--- src/design/fic_pkg.sv ---
// Package for the fuzzy inference controller: set geometry, rule table,
// payload and fuzzifier/defuzzifier helper functions. No dependencies.
`timescale 1ns / 1ps
`default_nettype none

package fic_pkg;

  localparam int unsigned NUM_SETS   = 7;
  localparam int unsigned NUM_RULES  = 15;
  localparam int unsigned FULL_SCALE = 255;

  localparam int unsigned AREA_W = 14;  // trapezoid area bound 255 * 128 / 2 = 16320
  localparam int unsigned PROD_W = 22;  // area times centroid
  localparam int unsigned SUMP_W = 25;  // sum of seven products
  localparam int unsigned SUMA_W = 17;  // sum of seven areas
  localparam int unsigned QUOT_W = 8;   // quotient bits, mean centroid < 256

  // Triangle end points, slopes and centroids (step of 32 on a 0..255 scale)
  localparam int unsigned SET_LEFT  [NUM_SETS] = '{0, 31, 63, 95, 127, 159, 191};
  localparam int unsigned SET_RIGHT [NUM_SETS] = '{63, 95, 127, 159, 191, 223, 255};
  localparam int unsigned SLOPE_L   [NUM_SETS] = '{8, 7, 7, 7, 7, 7, 7};
  localparam int unsigned SLOPE_R   [NUM_SETS] = '{7, 7, 7, 7, 7, 7, 7};
  localparam int unsigned SET_CTR   [NUM_SETS] = '{31, 63, 95, 127, 159, 191, 223};

  typedef struct packed {
    logic [3:0] ia;
    logic [3:0] iv;
    logic [3:0] io;
  } rule_t;

  // angle set, velocity set, force set
  localparam rule_t RULES [NUM_RULES] = '{
    '{4'd0, 4'd3, 4'd6}, '{4'd3, 4'd0, 4'd6}, '{4'd1, 4'd3, 4'd5},
    '{4'd3, 4'd1, 4'd5}, '{4'd2, 4'd3, 4'd4}, '{4'd3, 4'd2, 4'd4},
    '{4'd2, 4'd4, 4'd4}, '{4'd3, 4'd3, 4'd3}, '{4'd3, 4'd4, 4'd2},
    '{4'd4, 4'd3, 4'd2}, '{4'd4, 4'd2, 4'd2}, '{4'd3, 4'd5, 4'd1},
    '{4'd1, 4'd3, 4'd1}, '{4'd3, 4'd6, 4'd0}, '{4'd6, 4'd3, 4'd0}
  };

  typedef struct packed {
    logic [7:0] angle;
    logic [7:0] velocity;
  } fic_in_t;

  typedef struct packed {
    logic [7:0] force_res;
    logic       no_rule_fired;
  } fic_out_t;

  // v / 7 for v < 256 by reciprocal multiply
  function automatic logic [7:0] div7(logic [7:0] v);
    logic [19:0] p;
    p = 20'(v) * 20'd293;
    return p[18:11];
  endfunction

  // v / slope for the slopes in use (8 or 7)
  function automatic logic [7:0] div_slope(logic [7:0] v, int unsigned s);
    logic [7:0] q;
    if (s == 8) q = v >> 3;
    else        q = div7(v);
    return q;
  endfunction

  // Membership degree of x in set j
  function automatic logic [7:0] fz_degree(int unsigned j, logic [7:0] x);
    logic signed [9:0] d1;
    logic signed [9:0] d2;
    logic [12:0] a;
    logic [12:0] b;
    logic [12:0] m;
    logic [7:0]  r;
    d1 = $signed({2'b00, x}) - $signed(10'(SET_LEFT[j]));
    d2 = $signed(10'(SET_RIGHT[j])) - $signed({2'b00, x});
    a  = 13'(SLOPE_L[j]) * 13'(d1[8:0]);
    b  = 13'(SLOPE_R[j]) * 13'(d2[8:0]);
    m  = (b < a) ? b : a;
    if (d1 <= 0 || d2 <= 0)      r = '0;
    else if (m > 13'(FULL_SCALE)) r = 8'(FULL_SCALE);
    else                         r = m[7:0];
    return r;
  endfunction

  // Clipped trapezoid area of output set j at strength v
  function automatic logic [AREA_W-1:0] fz_area(int unsigned j, logic [7:0] v);
    logic signed [10:0] tot;
    logic [18:0]        p;
    logic [AREA_W-1:0]  r;
    tot = $signed(11'(2 * (SET_RIGHT[j] - SET_LEFT[j])))
          - $signed({3'b000, div_slope(v, SLOPE_L[j])})
          - $signed({3'b000, div_slope(v, SLOPE_R[j])});
    p = 19'(v) * 19'(tot[9:0]);
    if (tot <= 0) r = '0;
    else          r = p[AREA_W:1];
    return r;
  endfunction

endpackage

`default_nettype wire

--- src/design/fuzzy_inference_controller_core.sv ---
// Fuzzy inference controller: one item per cycle sustained while the output is not stalled.
// Stages: fuzzify, rule min/max, areas, centroid products, sums, then an
// eight-stage restoring divider (one quotient bit per stage); the last
// divider stage is the output register. Each stage holds its own valid bit and
// fills bubbles while the output is stalled. Reset clears all valid bits.
// Uses fic_pkg.
`timescale 1ns / 1ps
`default_nettype none

module fuzzy_inference_controller_core
  import fic_pkg::*;
(
  input  wire logic     clk,
  input  wire logic     rst_n,
  input  wire logic     in_valid,
  output logic          in_stall,
  input  wire fic_in_t  in_data,
  output logic          out_valid,
  input  wire logic     out_stall,
  output fic_out_t      out_data
);

  localparam int unsigned NSTG = 5 + QUOT_W;

  logic [NSTG-1:0] vld_r;
  logic [NSTG-1:0] rdy;

  // Per-stage ready: a stage loads when empty or when its successor moves
  always_comb begin
    rdy[NSTG-1] = !vld_r[NSTG-1] || !out_stall;
    for (int k = NSTG - 2; k >= 0; k--) begin
      rdy[k] = !vld_r[k] || rdy[k+1];
    end
  end

  always_ff @(posedge clk) begin
    if (!rst_n) begin
      vld_r <= '0;
    end else begin
      if (rdy[0]) vld_r[0] <= in_valid;
      for (int k = 1; k < NSTG; k++) begin
        if (rdy[k]) vld_r[k] <= vld_r[k-1];
      end
    end
  end

  // Stage 1: fuzzify both inputs
  logic [7:0] mu_a_r [NUM_SETS];
  logic [7:0] mu_v_r [NUM_SETS];

  always_ff @(posedge clk) begin
    if (rdy[0]) begin
      for (int j = 0; j < NUM_SETS; j++) begin
        mu_a_r[j] <= fz_degree(j, in_data.angle);
        mu_v_r[j] <= fz_degree(j, in_data.velocity);
      end
    end
  end

  // Stage 2: rules, AND by min, OR by max
  logic [7:0] str_nxt [NUM_SETS];
  logic [7:0] str_r   [NUM_SETS];

  always_comb begin
    logic [7:0] w;
    for (int j = 0; j < NUM_SETS; j++) str_nxt[j] = '0;
    for (int i = 0; i < NUM_RULES; i++) begin
      if (32'(RULES[i].ia) < NUM_SETS && 32'(RULES[i].iv) < NUM_SETS
          && 32'(RULES[i].io) < NUM_SETS) begin
        w = (mu_v_r[RULES[i].iv[2:0]] < mu_a_r[RULES[i].ia[2:0]]) ?
            mu_v_r[RULES[i].iv[2:0]] : mu_a_r[RULES[i].ia[2:0]];
        if (w > str_nxt[RULES[i].io[2:0]]) str_nxt[RULES[i].io[2:0]] = w;
      end
    end
  end

  always_ff @(posedge clk) begin
    if (rdy[1]) str_r <= str_nxt;
  end

  // Stage 3: clipped trapezoid areas
  logic [AREA_W-1:0] area_r [NUM_SETS];

  always_ff @(posedge clk) begin
    if (rdy[2]) begin
      for (int j = 0; j < NUM_SETS; j++) area_r[j] <= fz_area(j, str_r[j]);
    end
  end

  // Stage 4: area times centroid
  logic [PROD_W-1:0] prod_r  [NUM_SETS];
  logic [AREA_W-1:0] area2_r [NUM_SETS];

  always_ff @(posedge clk) begin
    if (rdy[3]) begin
      for (int j = 0; j < NUM_SETS; j++) begin
        prod_r[j]  <= PROD_W'(area_r[j]) * PROD_W'(SET_CTR[j]);
        area2_r[j] <= area_r[j];
      end
    end
  end

  // Stage 5: sums
  logic [SUMP_W-1:0] sump_nxt;
  logic [SUMA_W-1:0] suma_nxt;
  logic [SUMP_W-1:0] sump_r;
  logic [SUMA_W-1:0] suma_r;

  always_comb begin
    sump_nxt = '0;
    suma_nxt = '0;
    for (int j = 0; j < NUM_SETS; j++) begin
      sump_nxt = sump_nxt + SUMP_W'(prod_r[j]);
      suma_nxt = suma_nxt + SUMA_W'(area2_r[j]);
    end
  end

  always_ff @(posedge clk) begin
    if (rdy[4]) begin
      sump_r <= sump_nxt;
      suma_r <= suma_nxt;
    end
  end

  // Divider: one quotient bit per stage, most significant first
  logic [SUMP_W-1:0] rem_r [QUOT_W];
  logic [SUMA_W-1:0] den_r [QUOT_W];
  logic [QUOT_W-1:0] quo_r [QUOT_W];
  logic              nrf_r [QUOT_W];

  always_ff @(posedge clk) begin
    logic [SUMP_W-1:0] rem_in;
    logic [SUMA_W-1:0] den_in;
    logic [QUOT_W-1:0] quo_in;
    logic              nrf_in;
    logic [SUMP_W-1:0] trial;
    for (int s = 0; s < QUOT_W; s++) begin
      if (s == 0) begin
        rem_in = sump_r;
        den_in = suma_r;
        quo_in = '0;
        nrf_in = (suma_r == '0);
      end else begin
        rem_in = rem_r[s-1];
        den_in = den_r[s-1];
        quo_in = quo_r[s-1];
        nrf_in = nrf_r[s-1];
      end
      trial = SUMP_W'(den_in) << (QUOT_W - 1 - s);
      if (rdy[5+s]) begin
        den_r[s] <= den_in;
        nrf_r[s] <= nrf_in;
        if (rem_in >= trial) begin
          rem_r[s] <= rem_in - trial;
          quo_r[s] <= quo_in | (QUOT_W'(1) << (QUOT_W - 1 - s));
        end else begin
          rem_r[s] <= rem_in;
          quo_r[s] <= quo_in;
        end
      end
    end
  end

  // Output
  assign in_stall               = !rdy[0];
  assign out_valid              = vld_r[NSTG-1];
  assign out_data.no_rule_fired = nrf_r[QUOT_W-1];
  assign out_data.force_res     = nrf_r[QUOT_W-1] ? 8'd0 : quo_r[QUOT_W-1];

  // Checks
  a_nofire_zero: assert property (@(posedge clk) disable iff (!rst_n)
    out_valid && out_data.no_rule_fired |-> out_data.force_res == 8'd0)
    else $error("force not zero with no rule fired");

  a_stall_full: assert property (@(posedge clk) disable iff (!rst_n)
    in_stall |-> vld_r[0])
    else $error("input stalled with first stage empty");

  a_force_range: assert property (@(posedge clk) disable iff (!rst_n)
    out_valid && !out_data.no_rule_fired |-> out_data.force_res <= 8'd223)
    else $error("force beyond highest centroid");

endmodule

`default_nettype wire
--- config.mk ---
export PLATFORM = sky130hd
export DESIGN_NAME = fuzzy_inference_controller_core
export DESIGN_NICKNAME = d
export VERILOG_FILES = /design/src/design/fic_pkg.sv /design/src/design/fuzzy_inference_controller_core.sv
export SDC_FILE = /design/constraint.sdc
export NUM_CORES = 2
export LEC_CHECK = 0
export BUFFER_PORTS_ARGS = -buffer_cell sky130_fd_sc_hd__clkbuf_2
export CAP_MARGIN = 25
export CORE_MARGIN = 10
export CORE_UTILIZATION = 40
export CTS_CLUSTER_SIZE = 28
export DETAILED_ROUTE_END_ITERATION = 7
export PLACE_DENSITY_LB_ADDON = 0.25
export SYNTH_ARGS = -nofsm -noshare
export SYNTH_HDL_FRONTEND = slang
export SYNTH_SLANG_ARGS = --single-unit
--- constraint.sdc ---
create_clock -name clk -period 13.2 [get_ports clk]
set_clock_uncertainty 0.2 [all_clocks]
set_input_delay 1.32 -clock clk [delete_from_list [all_inputs] [get_ports clk]]
set_output_delay 1.32 -clock clk [all_outputs]
set_load 0.02 [all_outputs]
Yosys cells after proc, flatten, opt, wreduce, memory -nomap -nowiden
Memories as Yosys holds them, arrays and structs flattened.
Index checks and enable logic that the tools add are counted.
{"block": "totals", "reg_bits": 111, "latchBits": 0, "ramBits": 870, "romBits": 0, "word_cells": 490, "n_memories": 9}
{"name": "rem_r", "depth": 8, "width": 25, "rd": 7, "rd_ports_with_merged_regs": 0, "wr": 8, "line": "fuzzy_inference_controller_core.sv:126", "source": "logic [SUMP_W-1:0] rem_r [QUOT_W];"}
{"name": "prod_r", "depth": 7, "width": 22, "rd": 7, "rd_ports_with_merged_regs": 0, "wr": 7, "line": "fuzzy_inference_controller_core.sv:91", "source": "logic [PROD_W-1:0] prod_r [NUM_SETS];"}
{"name": "den_r", "depth": 8, "width": 17, "rd": 7, "rd_ports_with_merged_regs": 0, "wr": 8, "line": "fuzzy_inference_controller_core.sv:127", "source": "logic [SUMA_W-1:0] den_r [QUOT_W];"}
{"name": "area2_r", "depth": 7, "width": 14, "rd": 7, "rd_ports_with_merged_regs": 0, "wr": 7, "line": "fuzzy_inference_controller_core.sv:92", "source": "logic [AREA_W-1:0] area2_r [NUM_SETS];"}
{"name": "area_r", "depth": 7, "width": 14, "rd": 7, "rd_ports_with_merged_regs": 0, "wr": 7, "line": "fuzzy_inference_controller_core.sv:82", "source": "logic [AREA_W-1:0] area_r [NUM_SETS];"}
{"name": "quo_r", "depth": 8, "width": 8, "rd": 8, "rd_ports_with_merged_regs": 0, "wr": 8, "line": "fuzzy_inference_controller_core.sv:128", "source": "logic [QUOT_W-1:0] quo_r [QUOT_W];"}
{"name": "+3 memories"}
{"block": "op_classes", "n_addsub": 60, "mul": 47, "n_div": 0, "magnitude_cmp": 100, "eq_ne": 0, "shifts": 0, "n_mux": 193, "bitwise": 16, "reduce_logical": 43}
{"cell": "2-to-1 mux 8 bit", "count": 87}
{"cell": "multiplier 3 x 9 -> 12 bit, first input constant", "count": 26}
{"cell": "less-or-equal comparator 9 x 1 -> 1 bit, second input constant", "count": 26}
{"cell": "2-to-1 mux 25 bit", "count": 8}
{"cell": "2-to-1 mux 14 bit", "count": 14}
{"cell": "greater-than comparator 12 x 8 -> 1 bit, second input constant", "count": 14}
{"cell": "2-to-1 mux 12 bit", "count": 14}
{"cell": "less-than comparator 12 bit", "count": 12}
{"cell": "subtractor 8 x 8 -> 9 bit, first input constant", "count": 14}
{"cell": "multiplier 8 x 9 -> 17 bit, second input constant", "count": 7}
{"cell": "less-than comparator 8 bit", "count": 14}
{"cell": "multiplier 8 x 10 -> 15 bit", "count": 7}
{"cell": "adder 25 x 22 -> 25 bit", "count": 3}
{"cell": "less-or-equal comparator 10 x 1 -> 1 bit, second input constant", "count": 7}
{"cell": "2-to-1 mux 1 bit", "count": 70}
{"cell": "subtractor 9 x 9 -> 10 bit", "count": 7}
{"cell": "multiplier 14 x 8 -> 22 bit, second input constant", "count": 3}
{"cell": "greater-than comparator 8 bit", "count": 8}
{"cell": "greater-than comparator 8 x 1 -> 1 bit, second input constant", "count": 7}
{"cell": "adder 17 x 14 -> 17 bit", "count": 3}
{"cell": "subtractor 7 x 8 -> 9 bit, first input constant", "count": 5}
{"cell": "multiplier 14 x 7 -> 21 bit, second input constant", "count": 2}
{"cell": "subtractor 8 x 7 -> 9 bit, second input constant", "count": 4}
{"cell": "subtractor 8 x 8 -> 9 bit, second input constant", "count": 4}
{"cell": "33 further kinds", "count": 93}

Depth between registers and ports, before layout
{"block": "logic_depth", "word_depth": 18, "mapped_depth": 44}

Worst setup path before layout
OpenSTA, ideal clock, no wires.
{"block": "synth_timing", "path_type": "register to register", "startpoint": "register str_r[6] (netlist bit)", "endpoint": "memory area_r[6][13] (data pin)", "t_arrival_ns": 9.506, "setup_slack_ns": 3.213, "path_stages_with_launch": 41, "n_path_buf": 0, "cell_sequence": "edfxtp_1 > ha_1 > inv_1 > fa_1 > fa_1 > inv_1 > ha_1 > nor2b_1 > a21o_1 > or4b_4 > and4_1 > nor3_2 > nand2_1 > ha_1 > nand2b_1 > a2111oi_0 > and4b_1 > or3_1 > [... 5 more ...] > inv_1 > fa_1 > inv_1 > fa_1 > inv_1 > fa_1 > inv_1 > ha_1 > a21boi_0 > o21ai_0 > a21boi_0 > o21ai_0 > nand2b_1 > a21o_1 > a21oi_1 > xnor2_1 > a211o_1 > a21oi_1"}
{"item": "from (decl)", "line": "fuzzy_inference_controller_core.sv:62", "source": "logic [7:0] str_r [NUM_SETS];"}
{"item": "from (signal assigned)", "line": "fuzzy_inference_controller_core.sv:78", "source": "if (rdy[1]) str_r <= str_nxt;"}
{"item": "to (decl)", "line": "fuzzy_inference_controller_core.sv:82"}

==> flow_summary_export.csv <==
group,metric,value,unit
status,outcome,"complete, no violations",
grt,grt_pass1_vias,66900,
yosys,ys_types,102,
placement,dpl.hpwl,184,mm
yosys,synth_edf_count,867,
floorplan,die_y,507,um
floorplan,start_util,40.3,%
worst_setup_path,cp-startpoint,"str_r[5]",
worst_hold_path,worstHoldPathType,"reg2reg",
worst_setup_path,start_kind,"flip-flop",
clock_network,clk_latency,0.82,ns
yosys,yosysSeqAreaShare,27.7,%
worst_setup_path,r2r_start,"str_r[5]",
clock_network,cts_buffers,107,
yosys,synth_top_area_share,27.4,%
worst_setup_path,worstReg2RegEnd,"area_r[6][13]",
detailed_routing,drc_errors,0,
detailed_routing,vias,64000,
sta,fin_crit,11.02,ns
placement,place_congestion,0.902,
cells_and_area,nNetsFinal,11500,
sta,relSlewSlack,26.5,%
yosys,yosys_warnings,0,
sta,hold_viol,0,
yosys,ys.flop_type,"edfxtp_1",
worst_setup_path,required,13.61,ns
yosys,async_flop_share,0,%
yosys,yosys.area.top_type,"edfxtp_1",
grt,grt_pass1_wl,364,mm
cells_and_area,nFillCells,22300,
yosys,synth_area,0.0950,mm2
worst_setup_path,end_kind,"flip-flop",
floorplan,fp.dieW,507,um
clock_network,clkTransAtPathRegs,0.06,ns
run,drv_cap,0,
clock_network,cts_root_buffer,"clkbuf_16",
grt,grt-ovfl-total,0,
worst_setup_path,slowest_stage,"edfxtp_1",
detailed_routing,vias_per_cell,5.13,
cells_and_area,fin_area,0.103,mm2
sta,finalSetupViolations,0,
detailed_routing,antenna_left,0,
floorplan,pin_count,31,
floorplan,core-area,0.236,mm2
clock_network,cts_buffer_depth,3,
floorplan,dieArea,0.257,mm2
sta,drv_slew,0,
placement,placed_area,0.0993,mm2
clock_network,clock_sinks,880,
yosys,synthTopCellsByArea,"edfxtp_1 27%, fa_1 19%, ha_1 19%",
sta,max_freq,90.8,MHz
worst_setup_path,crit_top_cell,"fa_1",
clock_network,cts_resized,0,
yosys,synthCells,9096,
detailed_routing,drtIter0Drc,3318,
sta,min_period_over_period,83.5,%
detailed_routing,wl,225,mm
worst_setup_path,endpoint,"area_r[6][13]",
placement,io_buffers,30,
clock_network,htree_levels,3,
worst_setup_path,critPathKind,"reg2reg",
sta,fin_tns_setup,0,ns
clock_network,cts_tree,"built",
worst_setup_path,max_stage_delay,0.57,ns
sta,whs,0.188,ns
floorplan,rows,178,
worst_setup_path,rrSetupSlack,2.18,ns
yosys,synth_seq_cells,880,
worst_setup_path,path_max_fanout,11,
yosys,synth.avg_cell_area,10.4,um2
detailed_routing,wl_per_cell,18.0,um
detailed_routing,firstDrtPassIters,6,
sta,rsz0062_at_grt,"false",
clock_network,cts-hold-fix-buffers,0,
sta,tightest_slew,1.09,ns
worst_setup_path,worstRegToRegCells,39,
worst_setup_path,arrival,11.43,ns
grt,antenna_found_initial,2,
grt,grt_start_max_net_pins,107,
cells_and_area,final_layout_size_suffix_gt1_share,4.28,%
clock_network,cts_setup_buffers,0,
grt,grtUsageTotal,17.5,%
cells_and_area,areaGrowthSynthToFinish,8.53,%
==> sequential cells by signal (all words and copies together), names as in the netlist <==
register,cells
suma_r,16
mu_a_r,48
area_r,98
nrf_r,8
sump_r,25
vld_r,13
rem_r,169
area2_r,98
den_r,117
quo_r,36
prod_r,140
mu_v_r,56
str_r,56
==> worst min path at each step <==
stage,from,end,cells past startpoint
2_1_floorplan,nrf_r[0][0],nrf_r[0][1],0
3_3_place_gp,quo_r[0][14],quo_r[0][22],0
3_5_place_dp,quo_r[0][21],quo_r[0][29],0
4_1_cts,quo_r[0][22],quo_r[0][30],0
5_1_grt,quo_r[0][22],quo_r[0][30],0
6_report,quo_r[0][22],quo_r[0][30],0
==> cell families after synthesis <==
| logic type | after synthesis | share of synthesized area [%] |
|---|---|---|
| fa+ha+maj | 2301 | 37.3 |
| simple gates | 1909 | 10.4 |
| buf+inv | 1627 | 6.46 |
| compound gates | 1567 | 10.1 |
| flops | 880 | 27.7 |
| xor+xnor | 569 | 5.42 |
| mux | 241 | 2.61 |
| other cells | 2 | 0.00790 |
==> layout by cell type (no fill, tap or decap), types with 104 or more instances in the layout <==
cell type  count
inv_1       1515
ha_1        1410
fa_1         891
edfxtp_1     867
a21oi_1      574
nor2_1       421
xnor2_1      404
nand2_1      384
o21ai_0      331
and2_1       241
nor2b_1      206
mux2i_1      184
xor2_1       153
a21o_1       152
nand2b_1     130
nor3_1       121
clkbuf_16    107
nand3_1      104
==> metal layers <==
layer  wire length, um  up-vias  GRT usage, %  part of all wire, %
li1                  -    31100             -                    -
met1             95800    31500          21.6                   43
met2            114000     1031          31.7                   51
met3              6820      333          1.86                  3.0
met4              7750        0          5.69                  3.5
met5                 0        -             0                    0
==> Yosys cell counts (33+ instances only) <==
cell and count:
a21oi_1 576, nor2_1 421, and3_1 49, o21bai_1 101, mux2i_1 184, xnor2_1 404, a21boi_0 51, ha_1 1410
nand2b_1 130, nand2_1 387, nor2b_1 206, fa_1 891, o21a_1 85, and2_1 241, edfxtp_1 867, nand4_1 38
clkbuf_1 88, xor2_1 153, a21o_1 152, nor3_1 122, o21ai_0 332, a31oi_1 33, inv_1 1519, nand3_1 105
mux2_2 57, or3_1 45, a211oi_1 39
==> metrics by stage <==
| stage | utilization, % | cells | setup slack, ns |
|---|---|---|---|
| 2_1_floorplan | - | 9130 | 3.21 |
| 3_3_place_gp | 42.1 | 12300 | 2.35 |
| 4_1_cts | 43.7 | 12500 | 2.22 |
| 6_report | 43.7 | 12500 | 2.18 |
| 5_1_grt | 43.7 | 12500 | 1.47 |
| 3_5_place_dp | 42.1 | 12300 | 2.27 |
==> cell type report <==
class                      count  area (um2)  share of cell area (%)
multi-input combinational   6623       62800                    60.9
sequential                   880       26300                    25.5
inverter                    1524        5730                    5.56
tap                         3150        3940                    3.82
clock buffer                 117        2720                    2.63
clock inverter                83        1060                    1.03
timing repair buffer          86         621                   0.602
antenna                        2        5.00                 0.00485
==> worst max-delay path, delay by kind of cell (launching register included) <==
family                   cells  cell delay, ns
AND/OR/NAND/NOR              8            1.88
XOR/XNOR                     1            0.10
adder cells (fa/ha/maj)     11            4.54
flip-flops                   1            0.57
buffers and inverters        4            0.20
AO/OA/AOI/OAI               15            3.34
Power is not shown: default switching activity piles up to over one toggle a cycle in this logic, so the estimate is an artifact.
